==> config.mk <==
export PLATFORM = sky130hd
export DESIGN_NAME = prim_minimum_spanning_tree
export DESIGN_NICKNAME = d
export VERILOG_FILES = /design/src/rtl/prim_mst_pkg.sv /design/src/rtl/prim_mst_wmem.sv /design/src/rtl/prim_mst_kmem.sv /design/src/rtl/prim_mst_seq.sv /design/src/rtl/prim_minimum_spanning_tree.sv
export SDC_FILE = /design/constraint.sdc
export NUM_CORES = 2
export LEC_CHECK = 0
export ABC_AREA = 1
export BUFFER_PORTS_ARGS = -buffer_cell sky130_fd_sc_hd__buf_2
export CORE_MARGIN = 5
export CORE_UTILIZATION = 45
export CTS_BUF_LIST = sky130_fd_sc_hd__clkbuf_16
export DETAILED_ROUTE_END_ITERATION = 10
export GPL_ROUTABILITY_DRIVEN = 0
export GPL_TIMING_DRIVEN = 0
export HOLD_SLACK_MARGIN = 0.05
export REMOVE_ABC_BUFFERS = 1
export SETUP_SLACK_MARGIN = 0.1
export SKIP_CTS_REPAIR_TIMING = 1
export SYNTH_ARGS = -nofsm -noshare
export SYNTH_HDL_FRONTEND = slang
export SYNTH_SLANG_ARGS = --single-unit
==> constraint.sdc <==
create_clock -name clk -period 27.1 [get_ports clk]
set_clock_uncertainty 0.15 [all_clocks]
set_input_delay 5.42 -clock clk [delete_from_list [all_inputs] [get_ports clk]]
set_output_delay 5.42 -clock clk [all_outputs]
set_load 0.02 [all_outputs]
==> src/rtl/prim_mst_pkg.sv <==
// Shared types and constants of the minimum spanning tree block.
// Item structs, field widths, register reset value and sequencer states.
// No dependencies.
package prim_mst_pkg;

  localparam int MST_MAX_NODES   = 16;
  localparam int MST_WEIGHT_BITS = 8;

  localparam int NODE_FIELD_W   = 4;
  localparam int WEIGHT_FIELD_W = 8;
  localparam int CFG_W          = 5;

  localparam logic [CFG_W-1:0] NODE_COUNT_RST = CFG_W'(16);

  typedef struct packed {
    logic [NODE_FIELD_W-1:0]   node_a;
    logic [NODE_FIELD_W-1:0]   node_b;
    logic [WEIGHT_FIELD_W-1:0] edge_weight;
    logic                      last_edge;
  } in_item_t;

  typedef struct packed {
    logic [NODE_FIELD_W-1:0]   tree_from;
    logic [NODE_FIELD_W-1:0]   tree_to;
    logic [WEIGHT_FIELD_W-1:0] tree_weight;
    logic                      edge_valid;
    logic                      disconnected;
    logic                      run_last;
  } out_item_t;

  typedef enum logic [2:0] {
    ST_CLEAR,
    ST_IDLE,
    ST_LOAD,
    ST_ABS,
    ST_DRAIN,
    ST_PICK
  } mst_state_t;

endpackage

==> src/rtl/prim_mst_wmem.sv <==
// Edge weight memory: one entry per unordered node pair, absent flag on top.
// One write port, one read port, registered read data. Uses no package.
module prim_mst_wmem #(
  parameter int MAX_NODES   = 16,
  parameter int WEIGHT_BITS = 8
) (
  input  logic                                   clk,
  input  logic                                   we,
  input  logic [$clog2(MAX_NODES*MAX_NODES)-1:0] waddr,
  input  logic [WEIGHT_BITS:0]                   wdata,
  input  logic [$clog2(MAX_NODES*MAX_NODES)-1:0] raddr,
  output logic [WEIGHT_BITS:0]                   rdata
);
  localparam int DEPTH = MAX_NODES * MAX_NODES;

  logic [WEIGHT_BITS:0] mem [DEPTH];
  logic [WEIGHT_BITS:0] rdata_r;

  always_ff @(posedge clk) begin
    if (we) begin
      mem[waddr] <= wdata;
    end
  end

  always_ff @(posedge clk) begin
    rdata_r <= mem[raddr];
  end

  assign rdata = rdata_r;

endmodule

==> src/rtl/prim_mst_kmem.sv <==
// Best key and parent memory, one entry per node, with per-entry valid bits.
// An entry not written since the last clear reads as absent key, parent 0.
// Uses no package.
module prim_mst_kmem #(
  parameter int MAX_NODES   = 16,
  parameter int WEIGHT_BITS = 8
) (
  input  logic                         clk,
  input  logic                         rst_n,
  input  logic                         clr,
  input  logic                         we,
  input  logic [$clog2(MAX_NODES)-1:0] waddr,
  input  logic [WEIGHT_BITS:0]         wkey,
  input  logic [$clog2(MAX_NODES)-1:0] wpar,
  input  logic [$clog2(MAX_NODES)-1:0] raddr,
  output logic [WEIGHT_BITS:0]         rkey,
  output logic [$clog2(MAX_NODES)-1:0] rpar
);
  localparam int NW = $clog2(MAX_NODES);
  localparam int KW = WEIGHT_BITS + 1;
  localparam logic [KW-1:0] ABSENT = {1'b1, {WEIGHT_BITS{1'b0}}};

  logic [NW+KW-1:0] mem [MAX_NODES];
  logic [NW+KW-1:0] rd_r;
  logic             rvld_r;
  logic [MAX_NODES-1:0] vld_r;

  always_ff @(posedge clk) begin
    if (we) begin
      mem[waddr] <= {wpar, wkey};
    end
    rd_r <= mem[raddr];
  end

  always_ff @(posedge clk) begin
    if (!rst_n || clr) begin
      vld_r  <= '0;
      rvld_r <= 1'b0;
    end else begin
      if (we) begin
        vld_r[waddr] <= 1'b1;
      end
      rvld_r <= vld_r[raddr];
    end
  end

  assign rkey = rvld_r ? rd_r[KW-1:0] : ABSENT;
  assign rpar = rvld_r ? rd_r[NW+KW-1:KW] : '0;

endmodule

==> src/rtl/prim_mst_seq.sv <==
// Sequencer: edge load, one relax-and-select pass per tree node, clear sweep.
// Drives both memories and the registered result port. Uses prim_mst_pkg.
module prim_mst_seq #(
  parameter int MAX_NODES   = 16,
  parameter int WEIGHT_BITS = 8
) (
  input  logic                                   clk,
  input  logic                                   rst_n,
  input  logic                                   start,
  input  prim_mst_pkg::in_item_t                 in_data,
  input  logic [$clog2(MAX_NODES):0]             n_eff,
  output logic                                   busy,
  output logic                                   out_valid,
  output prim_mst_pkg::out_item_t                out_data,
  output logic                                   w_we,
  output logic [$clog2(MAX_NODES*MAX_NODES)-1:0] w_waddr,
  output logic [WEIGHT_BITS:0]                   w_wdata,
  output logic [$clog2(MAX_NODES*MAX_NODES)-1:0] w_raddr,
  input  logic [WEIGHT_BITS:0]                   w_rdata,
  output logic                                   k_clr,
  output logic                                   k_we,
  output logic [$clog2(MAX_NODES)-1:0]           k_waddr,
  output logic [WEIGHT_BITS:0]                   k_wkey,
  output logic [$clog2(MAX_NODES)-1:0]           k_wpar,
  output logic [$clog2(MAX_NODES)-1:0]           k_raddr,
  input  logic [WEIGHT_BITS:0]                   k_rkey,
  input  logic [$clog2(MAX_NODES)-1:0]           k_rpar
);
  import prim_mst_pkg::*;

  localparam int NW = $clog2(MAX_NODES);
  localparam int AW = $clog2(MAX_NODES * MAX_NODES);
  localparam int KW = WEIGHT_BITS + 1;
  localparam logic [KW-1:0] ABSENT   = {1'b1, {WEIGHT_BITS{1'b0}}};
  localparam logic [AW-1:0] CLR_LAST = AW'(MAX_NODES * MAX_NODES - 1);

  function automatic logic [AW-1:0] pair_addr(input logic [NW-1:0] x,
                                              input logic [NW-1:0] y);
    logic [NW-1:0] lo;
    logic [NW-1:0] hi;
    lo = (x < y) ? x : y;
    hi = (x < y) ? y : x;
    return AW'(int'(lo) * MAX_NODES + int'(hi));
  endfunction

  mst_state_t state_r, state_nxt;

  logic [AW-1:0]          clr_r;
  logic [AW-1:0]          ld_addr_r;
  logic [WEIGHT_BITS-1:0] ld_w_r;
  logic                   ld_ok_r;
  logic                   ld_last_r;
  logic [NW-1:0]          u_r;
  logic [NW-1:0]          v_r;
  logic [MAX_NODES-1:0]   visited_r;
  logic [NW:0]            reached_r;
  logic                   p_vld_r;
  logic [NW-1:0]          p_u_r;
  logic [KW-1:0]          low_r;
  logic [NW-1:0]          pick_r;
  logic [NW-1:0]          pick_par_r;
  logic                   found_r;
  logic                   pend_vld_r;
  logic [NW-1:0]          pend_from_r;
  logic [NW-1:0]          pend_to_r;
  logic [WEIGHT_BITS-1:0] pend_w_r;
  logic                   out_valid_r, out_valid_nxt;
  out_item_t              out_data_r, out_data_nxt;

  logic          accept;
  logic [NW-1:0] in_a;
  logic [NW-1:0] in_b;
  logic          in_ok;
  logic [NW-1:0] u_last;
  logic          p_unvis;
  logic          upd;
  logic [KW-1:0] nkey;
  logic [NW-1:0] npar;
  logic          better;

  assign accept = start && (state_r == ST_IDLE);
  assign in_a   = NW'(in_data.node_a);
  assign in_b   = NW'(in_data.node_b);
  assign in_ok  = (in_data.node_a != in_data.node_b) &&
                  (int'(in_data.node_a) < int'(n_eff)) &&
                  (int'(in_data.node_b) < int'(n_eff));
  assign u_last = NW'(n_eff - 1'b1);

  // relax stage: memory data of node p_u_r against row v_r
  assign p_unvis = !visited_r[p_u_r];
  assign upd     = p_vld_r && p_unvis && (w_rdata < k_rkey);
  assign nkey    = upd ? w_rdata : k_rkey;
  assign npar    = upd ? v_r : k_rpar;
  assign better  = p_vld_r && p_unvis && (nkey < low_r);

  always_ff @(posedge clk) begin
    if (!rst_n) begin
      state_r <= ST_CLEAR;
    end else begin
      state_r <= state_nxt;
    end
  end

  always_comb begin
    state_nxt = state_r;
    case (state_r)
      ST_CLEAR: if (clr_r == CLR_LAST) state_nxt = ST_IDLE;
      ST_IDLE:  if (start) state_nxt = ST_LOAD;
      ST_LOAD:  state_nxt = ld_last_r ? ST_ABS : ST_IDLE;
      ST_ABS:   if (u_r == u_last) state_nxt = ST_DRAIN;
      ST_DRAIN: state_nxt = ST_PICK;
      ST_PICK:  state_nxt = found_r ? ST_ABS : ST_CLEAR;
      default:  state_nxt = ST_CLEAR;
    endcase
  end

  always_comb begin
    busy    = (state_r != ST_IDLE);
    w_we    = 1'b0;
    w_waddr = ld_addr_r;
    w_wdata = {1'b0, ld_w_r};
    w_raddr = (state_r == ST_IDLE) ? pair_addr(in_a, in_b) : pair_addr(v_r, u_r);
    k_clr   = (state_r == ST_PICK) && !found_r;
    k_we    = upd;
    k_waddr = p_u_r;
    k_wkey  = w_rdata;
    k_wpar  = v_r;
    k_raddr = u_r;

    out_valid_nxt = 1'b0;
    out_data_nxt  = '0;

    case (state_r)
      ST_CLEAR: begin
        w_we    = 1'b1;
        w_waddr = clr_r;
        w_wdata = ABSENT;
      end
      ST_LOAD: begin
        w_we = ld_ok_r && ({1'b0, ld_w_r} < w_rdata);
      end
      ST_PICK: begin
        // a tree edge is held until the next pass shows whether it is the final one
        out_valid_nxt = pend_vld_r || !found_r;
        if (pend_vld_r) begin
          out_data_nxt.tree_from   = NODE_FIELD_W'(pend_from_r);
          out_data_nxt.tree_to     = NODE_FIELD_W'(pend_to_r);
          out_data_nxt.tree_weight = WEIGHT_FIELD_W'(pend_w_r);
          out_data_nxt.edge_valid  = 1'b1;
        end
        out_data_nxt.run_last     = !found_r;
        out_data_nxt.disconnected = !found_r && (reached_r < n_eff);
      end
      default: begin
      end
    endcase
  end

  always_ff @(posedge clk) begin
    if (!rst_n) begin
      clr_r       <= '0;
      ld_ok_r     <= 1'b0;
      ld_last_r   <= 1'b0;
      u_r         <= '0;
      v_r         <= '0;
      visited_r   <= '0;
      reached_r   <= '0;
      p_vld_r     <= 1'b0;
      found_r     <= 1'b0;
      pend_vld_r  <= 1'b0;
      out_valid_r <= 1'b0;
    end else begin
      out_valid_r <= out_valid_nxt;
      p_vld_r     <= (state_r == ST_ABS);
      p_u_r       <= u_r;

      if (state_r == ST_CLEAR) begin
        clr_r <= clr_r + 1'b1;
      end

      if (accept) begin
        ld_addr_r <= pair_addr(in_a, in_b);
        ld_w_r    <= WEIGHT_BITS'(in_data.edge_weight);
        ld_ok_r   <= in_ok;
        ld_last_r <= in_data.last_edge;
      end

      if (state_r == ST_ABS) begin
        u_r <= u_r + 1'b1;
      end

      if (better) begin
        low_r      <= nkey;
        pick_r     <= p_u_r;
        pick_par_r <= npar;
        found_r    <= 1'b1;
      end

      // start the run from node 0
      if (state_r == ST_LOAD && ld_last_r) begin
        u_r          <= '0;
        v_r          <= '0;
        visited_r[0] <= 1'b1;
        reached_r    <= (NW+1)'(1);
        pend_vld_r   <= 1'b0;
        low_r        <= ABSENT;
        found_r      <= 1'b0;
      end

      if (state_r == ST_PICK) begin
        if (found_r) begin
          pend_vld_r        <= 1'b1;
          pend_from_r       <= pick_par_r;
          pend_to_r         <= pick_r;
          pend_w_r          <= low_r[WEIGHT_BITS-1:0];
          v_r               <= pick_r;
          visited_r[pick_r] <= 1'b1;
          reached_r         <= reached_r + 1'b1;
          u_r               <= '0;
          low_r             <= ABSENT;
          found_r           <= 1'b0;
        end else begin
          visited_r  <= '0;
          pend_vld_r <= 1'b0;
          clr_r      <= '0;
        end
      end
    end
  end

  always_ff @(posedge clk) begin
    if (out_valid_nxt) begin
      out_data_r <= out_data_nxt;
    end
  end

  assign out_valid = out_valid_r;
  assign out_data  = out_data_r;

endmodule

==> src/rtl/prim_minimum_spanning_tree.sv <==
// Minimum spanning tree (Prim) over up to MAX_NODES nodes; top level.
// Edge item: read the pair entry, then write back the lighter weight.
// Last edge: one relax/select pass per tree node (one weight-memory read per node);
// one result per added node, then a clear sweep of all weight entries.
// Reset (rst_n low, synchronous) also runs the clear sweep; busy stays high.
// Results are strobed for one cycle on out_valid; the receiver cannot stall.
module prim_minimum_spanning_tree #(
  parameter int MAX_NODES   = prim_mst_pkg::MST_MAX_NODES,
  parameter int WEIGHT_BITS = prim_mst_pkg::MST_WEIGHT_BITS
) (
  input  logic                              clk,
  input  logic                              rst_n,
  input  logic                              start,
  output logic                              busy,
  input  prim_mst_pkg::in_item_t            in_data,
  output logic                              out_valid,
  output prim_mst_pkg::out_item_t           out_data,
  input  logic                              cfg_we,
  input  logic [prim_mst_pkg::CFG_W-1:0]    cfg_wdata
);
  import prim_mst_pkg::*;

  localparam int NW = $clog2(MAX_NODES);
  localparam int AW = $clog2(MAX_NODES * MAX_NODES);

  // node_count register; user must write it only while idle (block does not check)
  logic [CFG_W-1:0] node_count_r;
  logic [NW:0]      n_eff;

  logic                   w_we;
  logic [AW-1:0]          w_waddr;
  logic [WEIGHT_BITS:0]   w_wdata;
  logic [AW-1:0]          w_raddr;
  logic [WEIGHT_BITS:0]   w_rdata;
  logic                   k_clr;
  logic                   k_we;
  logic [NW-1:0]          k_waddr;
  logic [WEIGHT_BITS:0]   k_wkey;
  logic [NW-1:0]          k_wpar;
  logic [NW-1:0]          k_raddr;
  logic [WEIGHT_BITS:0]   k_rkey;
  logic [NW-1:0]          k_rpar;

  always_ff @(posedge clk) begin
    if (!rst_n) begin
      node_count_r <= NODE_COUNT_RST;
    end else if (cfg_we) begin
      node_count_r <= cfg_wdata;
    end
  end

  // clamp: zero acts as one node, anything above the store size as the store size
  always_comb begin
    if (node_count_r == '0) begin
      n_eff = (NW+1)'(1);
    end else if (int'(node_count_r) > MAX_NODES) begin
      n_eff = (NW+1)'(MAX_NODES);
    end else begin
      n_eff = (NW+1)'(node_count_r);
    end
  end

  // pair weights, kept once per unordered pair
  prim_mst_wmem #(
    .MAX_NODES   (MAX_NODES),
    .WEIGHT_BITS (WEIGHT_BITS)
  ) u_wmem (
    .clk   (clk),
    .we    (w_we),
    .waddr (w_waddr),
    .wdata (w_wdata),
    .raddr (w_raddr),
    .rdata (w_rdata)
  );

  // best connecting key and parent per node for the running tree
  prim_mst_kmem #(
    .MAX_NODES   (MAX_NODES),
    .WEIGHT_BITS (WEIGHT_BITS)
  ) u_kmem (
    .clk   (clk),
    .rst_n (rst_n),
    .clr   (k_clr),
    .we    (k_we),
    .waddr (k_waddr),
    .wkey  (k_wkey),
    .wpar  (k_wpar),
    .raddr (k_raddr),
    .rkey  (k_rkey),
    .rpar  (k_rpar)
  );

  // load, per-node relax/select passes, result ordering and clear sweep
  prim_mst_seq #(
    .MAX_NODES   (MAX_NODES),
    .WEIGHT_BITS (WEIGHT_BITS)
  ) u_seq (
    .clk       (clk),
    .rst_n     (rst_n),
    .start     (start),
    .in_data   (in_data),
    .n_eff     (n_eff),
    .busy      (busy),
    .out_valid (out_valid),
    .out_data  (out_data),
    .w_we      (w_we),
    .w_waddr   (w_waddr),
    .w_wdata   (w_wdata),
    .w_raddr   (w_raddr),
    .w_rdata   (w_rdata),
    .k_clr     (k_clr),
    .k_we      (k_we),
    .k_waddr   (k_waddr),
    .k_wkey    (k_wkey),
    .k_wpar    (k_wpar),
    .k_raddr   (k_raddr),
    .k_rkey    (k_rkey),
    .k_rpar    (k_rpar)
  );

endmodule

# ---- Word-level counts from Yosys, hierarchy flattened
# Memories as Yosys holds them, arrays and structs flattened. A register that Yosys moved wholly into a read port is not among the register bits.
# Cells that the tools add are included.
dict set report classes {
  mux 62
  n_reduce_logical 25
  magnitude_cmp 14
  addsub 6
  n_bitwise 2
  n_eq_ne 12
}
# op count
set ops {}
lappend ops {{$mux W9} 7}
lappend ops {{$mux W4} 13}
lappend ops {{$mux W8} 5}
lappend ops {{$or A16 B16 Y16} 2}
lappend ops {{$mux W5} 5}
lappend ops {{$mux W1} 20}
lappend ops {{$lt A9 B9 Y1} 2}
lappend ops {{$pmux W3 S6} 1}
lappend ops {{$add A8 B4 Y8} 2}
lappend ops {{$mux W16} 1}
lappend ops {{$lt A4 B5 Y1 const B} 3}
lappend ops {{$logic_and A1 B1 Y1} 12}
lappend ops {{$lt A4 B5 Y1} 2}
lappend ops {{$lt A8 B9 Y1} 1}
lappend ops {{$mux W3} 3}
lappend ops {{$add A8 B1 Y8 const B} 1}
lappend ops {{$bmux W1 S4} 2}
lappend ops {{$demux W1 S4} 2}
lappend ops {{$eq A8 B8 Y1 const B} 1}
lappend ops {{$ge A4 B1 Y1 const B} 2}
lappend ops {{$lt A4 B4 Y1} 2}
lappend ops {{$eq A3 B2 Y1 const B} 2}
lappend ops {{$eq A3 B3 Y1 const B} 2}
lappend ops {{$reduce_and A2 Y1} 3}
lappend ops {{other kinds (19)} 25}
dict set report word_totals {
  mem_count 2
  ram_bits 2512
  regBits 140
  output_inout_bits 21
  input_bits 26
}
# memory words word_bits read_ports rd_ports_with_merged_regs write_ports line_no
set memory_table {}
lappend memory_table {u_wmem.mem 256 9 1 1 1 prim_mst_wmem.sv:16} ;# logic [WEIGHT_BITS:0] mem [DEPTH];
lappend memory_table {u_kmem.mem 16 13 1 1 1 prim_mst_kmem.sv:23} ;# logic [NW+KW-1:0] mem [MAX_NODES];

# ---- Longest topological paths before layout
dict set report depth {
  ltp_word 12
  mapped_depth 24
  depth_no_buf 21
}

# ---- By module
# From an unflattened synthesis, not the netlist that was laid out.
dict set report hier_totals {
  hier_cells 9358
  hier_area_um2 109525.0
}
# module area_each_um2 cells_each n_inst seq_area_each_um2
set modules_own_cells {}
lappend modules_own_cells {prim_mst_wmem 93519.7 7826 1 69366.5}
lappend modules_own_cells {prim_mst_kmem 9451.6 777 1 6846.6}
lappend modules_own_cells {prim_mst_seq 6339.8 722 1 3083.0}
lappend modules_own_cells {prim_minimum_spanning_tree 214.0 33 1 100.1}

# ---- Least setup slack after synthesis
# No wires, ideal clock.
dict set report synth_timing {
  path_type {reg-to-reg}
  startpoint {register u_seq.state_r[2]}
  endpoint {memory u_wmem.mem[0][0] (netlist bit), data pin}
  t_arrival_ns 12.811
  slack_ns 12.600
  t_required_ns 25.410
  setup_ns 1.540
  synth_period_minus_slack_ns 14.500
  path_stages_with_launch 6
  cell_sequence {dfxtp_1 > nor2_1 > nand2_1 > inv_1 > buf_1 > nor2_1}
}
dict set report synth_via {
  elab_chain_len 2
}
# element line_no
set synth_lines {}
lappend synth_lines {{from (decl)} prim_mst_seq.sv:46} ;# mst_state_t state_r, state_nxt;
lappend synth_lines {{from (signal assigned)} prim_mst_seq.sv:100} ;# state_r <= state_nxt;
lappend synth_lines {{$logic_not A3 Y1} prim_mst_seq.sv:133} ;# case (state_r)
lappend synth_lines {{$mux W9} prim_mst_seq.sv:133}
lappend synth_lines {{named net u_seq.w_wdata[0]} prim_mst_seq.sv:17} ;# output logic [WEIGHT_BITS:0] w_wdata,
lappend synth_lines {{to (decl)} prim_mst_wmem.sv:16}
# The timed path passes the listed nets, and every way through them passes these cells.

# ---- Worst setup path after layout
dict set report layout_timing {
  startpoint {input port in_data[12] (netlist bit)}
  endpoint {register u_wmem.rdata_r[8] (netlist: u_wmem.rdata[8]), read port of u_wmem.mem}
}
dict set report layout_via {
  elab_chain_len 4
  elab_cells_between_ends 5
  classes_between {1 x add/sub; 1 x order compare; 3 x mux}
}
# element line_no
set layout_lines {}
lappend layout_lines {{from (decl)} prim_minimum_spanning_tree.sv:15} ;# input prim_mst_pkg::in_item_t in_data,
lappend layout_lines {{$lt A4 B4 Y1} {prim_mst_seq.sv:41, prim_mst_seq.sv:42}}
lappend layout_lines {{$mux W4, on equally long branches} {prim_mst_seq.sv:42, prim_mst_seq.sv:41}}
lappend layout_lines {{$add A8 B4 Y8 *} prim_mst_seq.sv:43} ;# return AW'(int'(lo) * MAX_NODES + int'(hi));
lappend layout_lines {{$mux W8 *} prim_mst_seq.sv:122} ;# w_raddr = (state_r == ST_IDLE) ? pair_addr(in_a, in_b) : pair_addr(v_r, u_r);
lappend layout_lines {{to (decl)} prim_mst_wmem.sv:17} ;# logic [WEIGHT_BITS:0] rdata_r;
# Every way passes the cells marked *; elsewhere a longest branch is shown, timed or not.
# A chain may end at the register's enable or synchronous reset.

==> metrics.cfg <==
[clock_network]
cts_buffer_depth = 4
cts_root_buffer = clkbuf_16
cts_sinks = 2674
cts_buffers = 292
htreeDepth = 5
cts.clk_slew.worst_paths_ps = 60
cts_tree = yes
clk-insertion-delay-late_ps = 930

[route]
num_vias = 78149
wirelength_um = 314000
drt_pre_antenna_iters = 6
post-route-drc-count = 0
avgRoutedWirePerCell_um = 21.4
drt_iter0_drc = 8469
vias_per_cell = 5.32
antenna_left = 0

[final_layout]
seqCellArea_um2 = 79400
syn2layout_area_growth_pct = 12.5
drive_above_1_share_pct = 6.01
fill_cells = 22117
fin_cells = 14686
nets = 11171
multiInputGateArea_um2 = 26600
fin_area_um2 = 131000

[timing]
whs_ps = 274
period_needed_ps = 10710
finalHoldViolCount = 0
rsz0062_at_grt = false
tightest_slew_ps = 1480
drv_slew = 0
fin_crit_sh_pct = 39.5
fmax_mhz = 93.4
setup_tns_ps = 0
slew_headroom_pct = 1.16
setup_violations = 0

[outcome]
violations = max-capacitance violations
outcome = finished with violations

[pwr]
swShare_pct = 19.8
pwr-share-seq_pct = 54.9
p_comb_share_pct = 0.8
vdd_ir_drop_max_v = 0.0000625
p_leak_nw = 53.6
internal_power_mw = 6.56
power_density_nw_per_um2 = 62.5
power_switching_mw = 1.62
clkPwrFrac_pct = 44.3

[setup_path]
worst-path-max-fanout = 128
reg2reg_depth = 20
worstSetupEndpoint = u_wmem.rdata[8]$_DFF_P_
cp-start-kind = input port
r2r_end = u_wmem.rdata[8]$_DFF_P_
ff2ff_setup_slack_ps = 19440
cp.arrival_ps = 11370
critPathKind = in -> reg
r2r_start = u_seq.k_raddr[3]$_SDFF_PN0_
cp.required_ps = 27770
startpoint = in_data[12]
cp-end-kind = flop

[die]
initial_core_util_pct = 45.2
die_w_um = 518
dieArea_um2 = 269000
num_rows = 186
die_h_um = 518
core_area_um2 = 257000
io_pins = 47

[synth]
yosys.area.top_type = edfxtp_1
synth-seq-cells = 2674
synthDistinctLibCells = 45
synth_edf_count = 2584
yosys-top-cells-area = edfxtp_1 (67%), nand3_1 (9.1%), nand2_1 (8.8%)
syn_inst = 11160
synth.most_common_cell = nand2_1
synth-main-ff-cell = edfxtp_1
syn_area_per_cell_um2 = 10.4
syn_area_um2 = 116000
synth_seq_area_share_pct = 68.3
yosys_warnings = 0
async_flop_share_pct = 0
synth_top_area_share_pct = 66.7
synthTopCellsByCount = nand2_1 (2,716), edfxtp_1 (2,584), nand3_1 (2,116), inv_1 (2,008), nor2_1 (493)

[placement]
post-place-cells = 14187
io_buffers = 46
dpl-instance-area_um2 = 122000
dp.final_hpwl_um = 192000

[global_route]
grt_max_degree = 139
grt_antenna_before_repair = 8
grt_pass1_wl_um = 467000
grt_usage_pct = 22.7
grt_pass1_vias = 73381
overflow = 0

[job]
cap_viol_max_count = 1

[worst_hold_path]
hp-class = reg -> reg

==> cell families (layout without fill, tap and decap cells) <==
logic type               after synthesis  after routing  share of synthesized area, %
adder cells (fa/ha/maj)               48             48                         0.516
flip-flops                          2674           2674                          68.3
XOR/XNOR                              13             13                        0.0979
AND/OR/NAND/NOR                     5361           5361                          19.7
other                                  0              5                             0
buffers and inverters               2618           2755                          9.11
AO/OA/AOI/OAI                        446            446                          2.35
==> how the worst min path moves through the flow <==
stage | startpoint | end | slack (ps) | cells past startpoint
after floorplan | u_seq.pick_par_r[0]$_DFFE_PP_ | u_seq.pend_from_r[0]$_DFFE_PP_ | 250 | 0
after global routing | u_seq.pick_par_r[1]$_DFFE_PP_ | u_seq.pend_from_r[1]$_DFFE_PP_ | 290 | 0
after CTS | u_seq.pick_par_r[1]$_DFFE_PP_ | u_seq.pend_from_r[1]$_DFFE_PP_ | 270 | 0
final | u_seq.pick_par_r[1]$_DFFE_PP_ | u_seq.pend_from_r[1]$_DFFE_PP_ | 270 | 0
after global placement | u_seq.pick_par_r[0]$_DFFE_PP_ | u_seq.pend_from_r[0]$_DFFE_PP_ | 260 | 0
after detailed placement | u_seq.pick_par_r[1]$_DFFE_PP_ | u_seq.pend_from_r[1]$_DFFE_PP_ | 260 | 0
==> registers in the layout, indices dropped and copies added (netlist names), 8 cells and up <==
register / cells
u_seq.visited_r: 16
u_wmem.mem: 2304
u_seq.low_r: 9
u_wmem.rdata: 9
u_seq.ld_w_r: 8
u_seq.pend_w_r: 8
u_seq.ld_addr_r: 8
u_seq.out_data: 19
u_kmem.mem: 208
u_kmem.rd_r: 13
u_kmem.vld_r: 16
u_seq.clr_r: 8
==> power groups by stage <==
| stage | Combinational, mW | Clock (mW) | Sequential (mW) |
|---|---|---|---|
| 6_report | 0.0686 | 3.62 | 4.49 |
| 5_1_grt | 0.0724 | 3.85 | 4.49 |
| 4_1_cts | 0.0670 | 3.68 | 4.49 |
| 3_5_place_dp | 0.0665 | 0 | 4.58 |
| 3_3_place_gp | 0.0598 | 0 | 4.58 |
| 2_1_floorplan | 0.0298 | 0 | 4.57 |
==> per-stage QoR <==
stage | worst slack [ps] | power, mW | util [%]
floorplan | 8380 | 4.60 | -
global placement | -19910 | 4.64 | 45.8
detailed placement | 15710 | 4.64 | 47.6
CTS | 16710 | 8.23 | 50.9
global route | 16110 | 8.41 | 50.9
finish | 16390 | 8.18 | 50.9
==> cell usage in the layout (no fill, tap or decap), types with 6 or more instances in the layout <==
master     count
nand2_1     2706
edfxtp_1    2584
nand3_1     2109
inv_1       2091
nor2_1       466
clkbuf_16    303
o21ai_0      212
buf_12        96
dfxtp_1       87
o211ai_1      70
buf_16        65
clkinv_1      57
ha_1          48
buf_2         46
a21oi_1       43
o221ai_1      42
clkinv_2      40
buf_8         32
o22ai_1       24
nor2_2        21
o21a_1        21
nand2_2       12
nor3_1        10
xor2_1        10
nor2_4         9
o21ai_1        8
nand3_4        7
or2_2          7
a31oi_1        7
nand4_1        6
inv_6          6
bufinv_16      6
==> cell type report <==
class / count / area share, %
Multi-Input combinational cell: 5868 / 20.3
Timing Repair Buffer: 239 / 3.38
Clock inverter: 191 / 0.740
Tap cell: 3384 / 3.24
Inverter: 2022 / 5.82
Sequential cell: 2674 / 60.7
Antenna cell: 5 / 0.00956
Clock buffer: 303 / 5.79
==> metal layers <==
| layer | vias to the layer above | GRT usage [%] | wire, um |
|---|---|---|---|
| met3 | 555 | 4.23 | 27600 |
| met1 | 37644 | 32.1 | 132000 |
| met5 | - | 0 | 66 |
| li1 | 36566 | - | - |
| met4 | 8 | 8.23 | 11100 |
| met2 | 3376 | 35.3 | 143000 |
==> critical path: stages <==
cell and delay [ps]:
buf_2 120, inv_1 60, ha_1 310, nor2_1 170, nand2_1 90, nand2_1 240
nand2_1 180, nand2_1 170, nand2_1 720, nand2_8 730, buf_16 370, buf_16 390
buf_16 380, nand2_1 110, nand3_1 150, nand3_1 130, nand3_1 120, nand3_1 210
nand3_1 310, nand3_1 340, nand3_1 240, nand2_1 70
(Power assumes the default switching activity.)
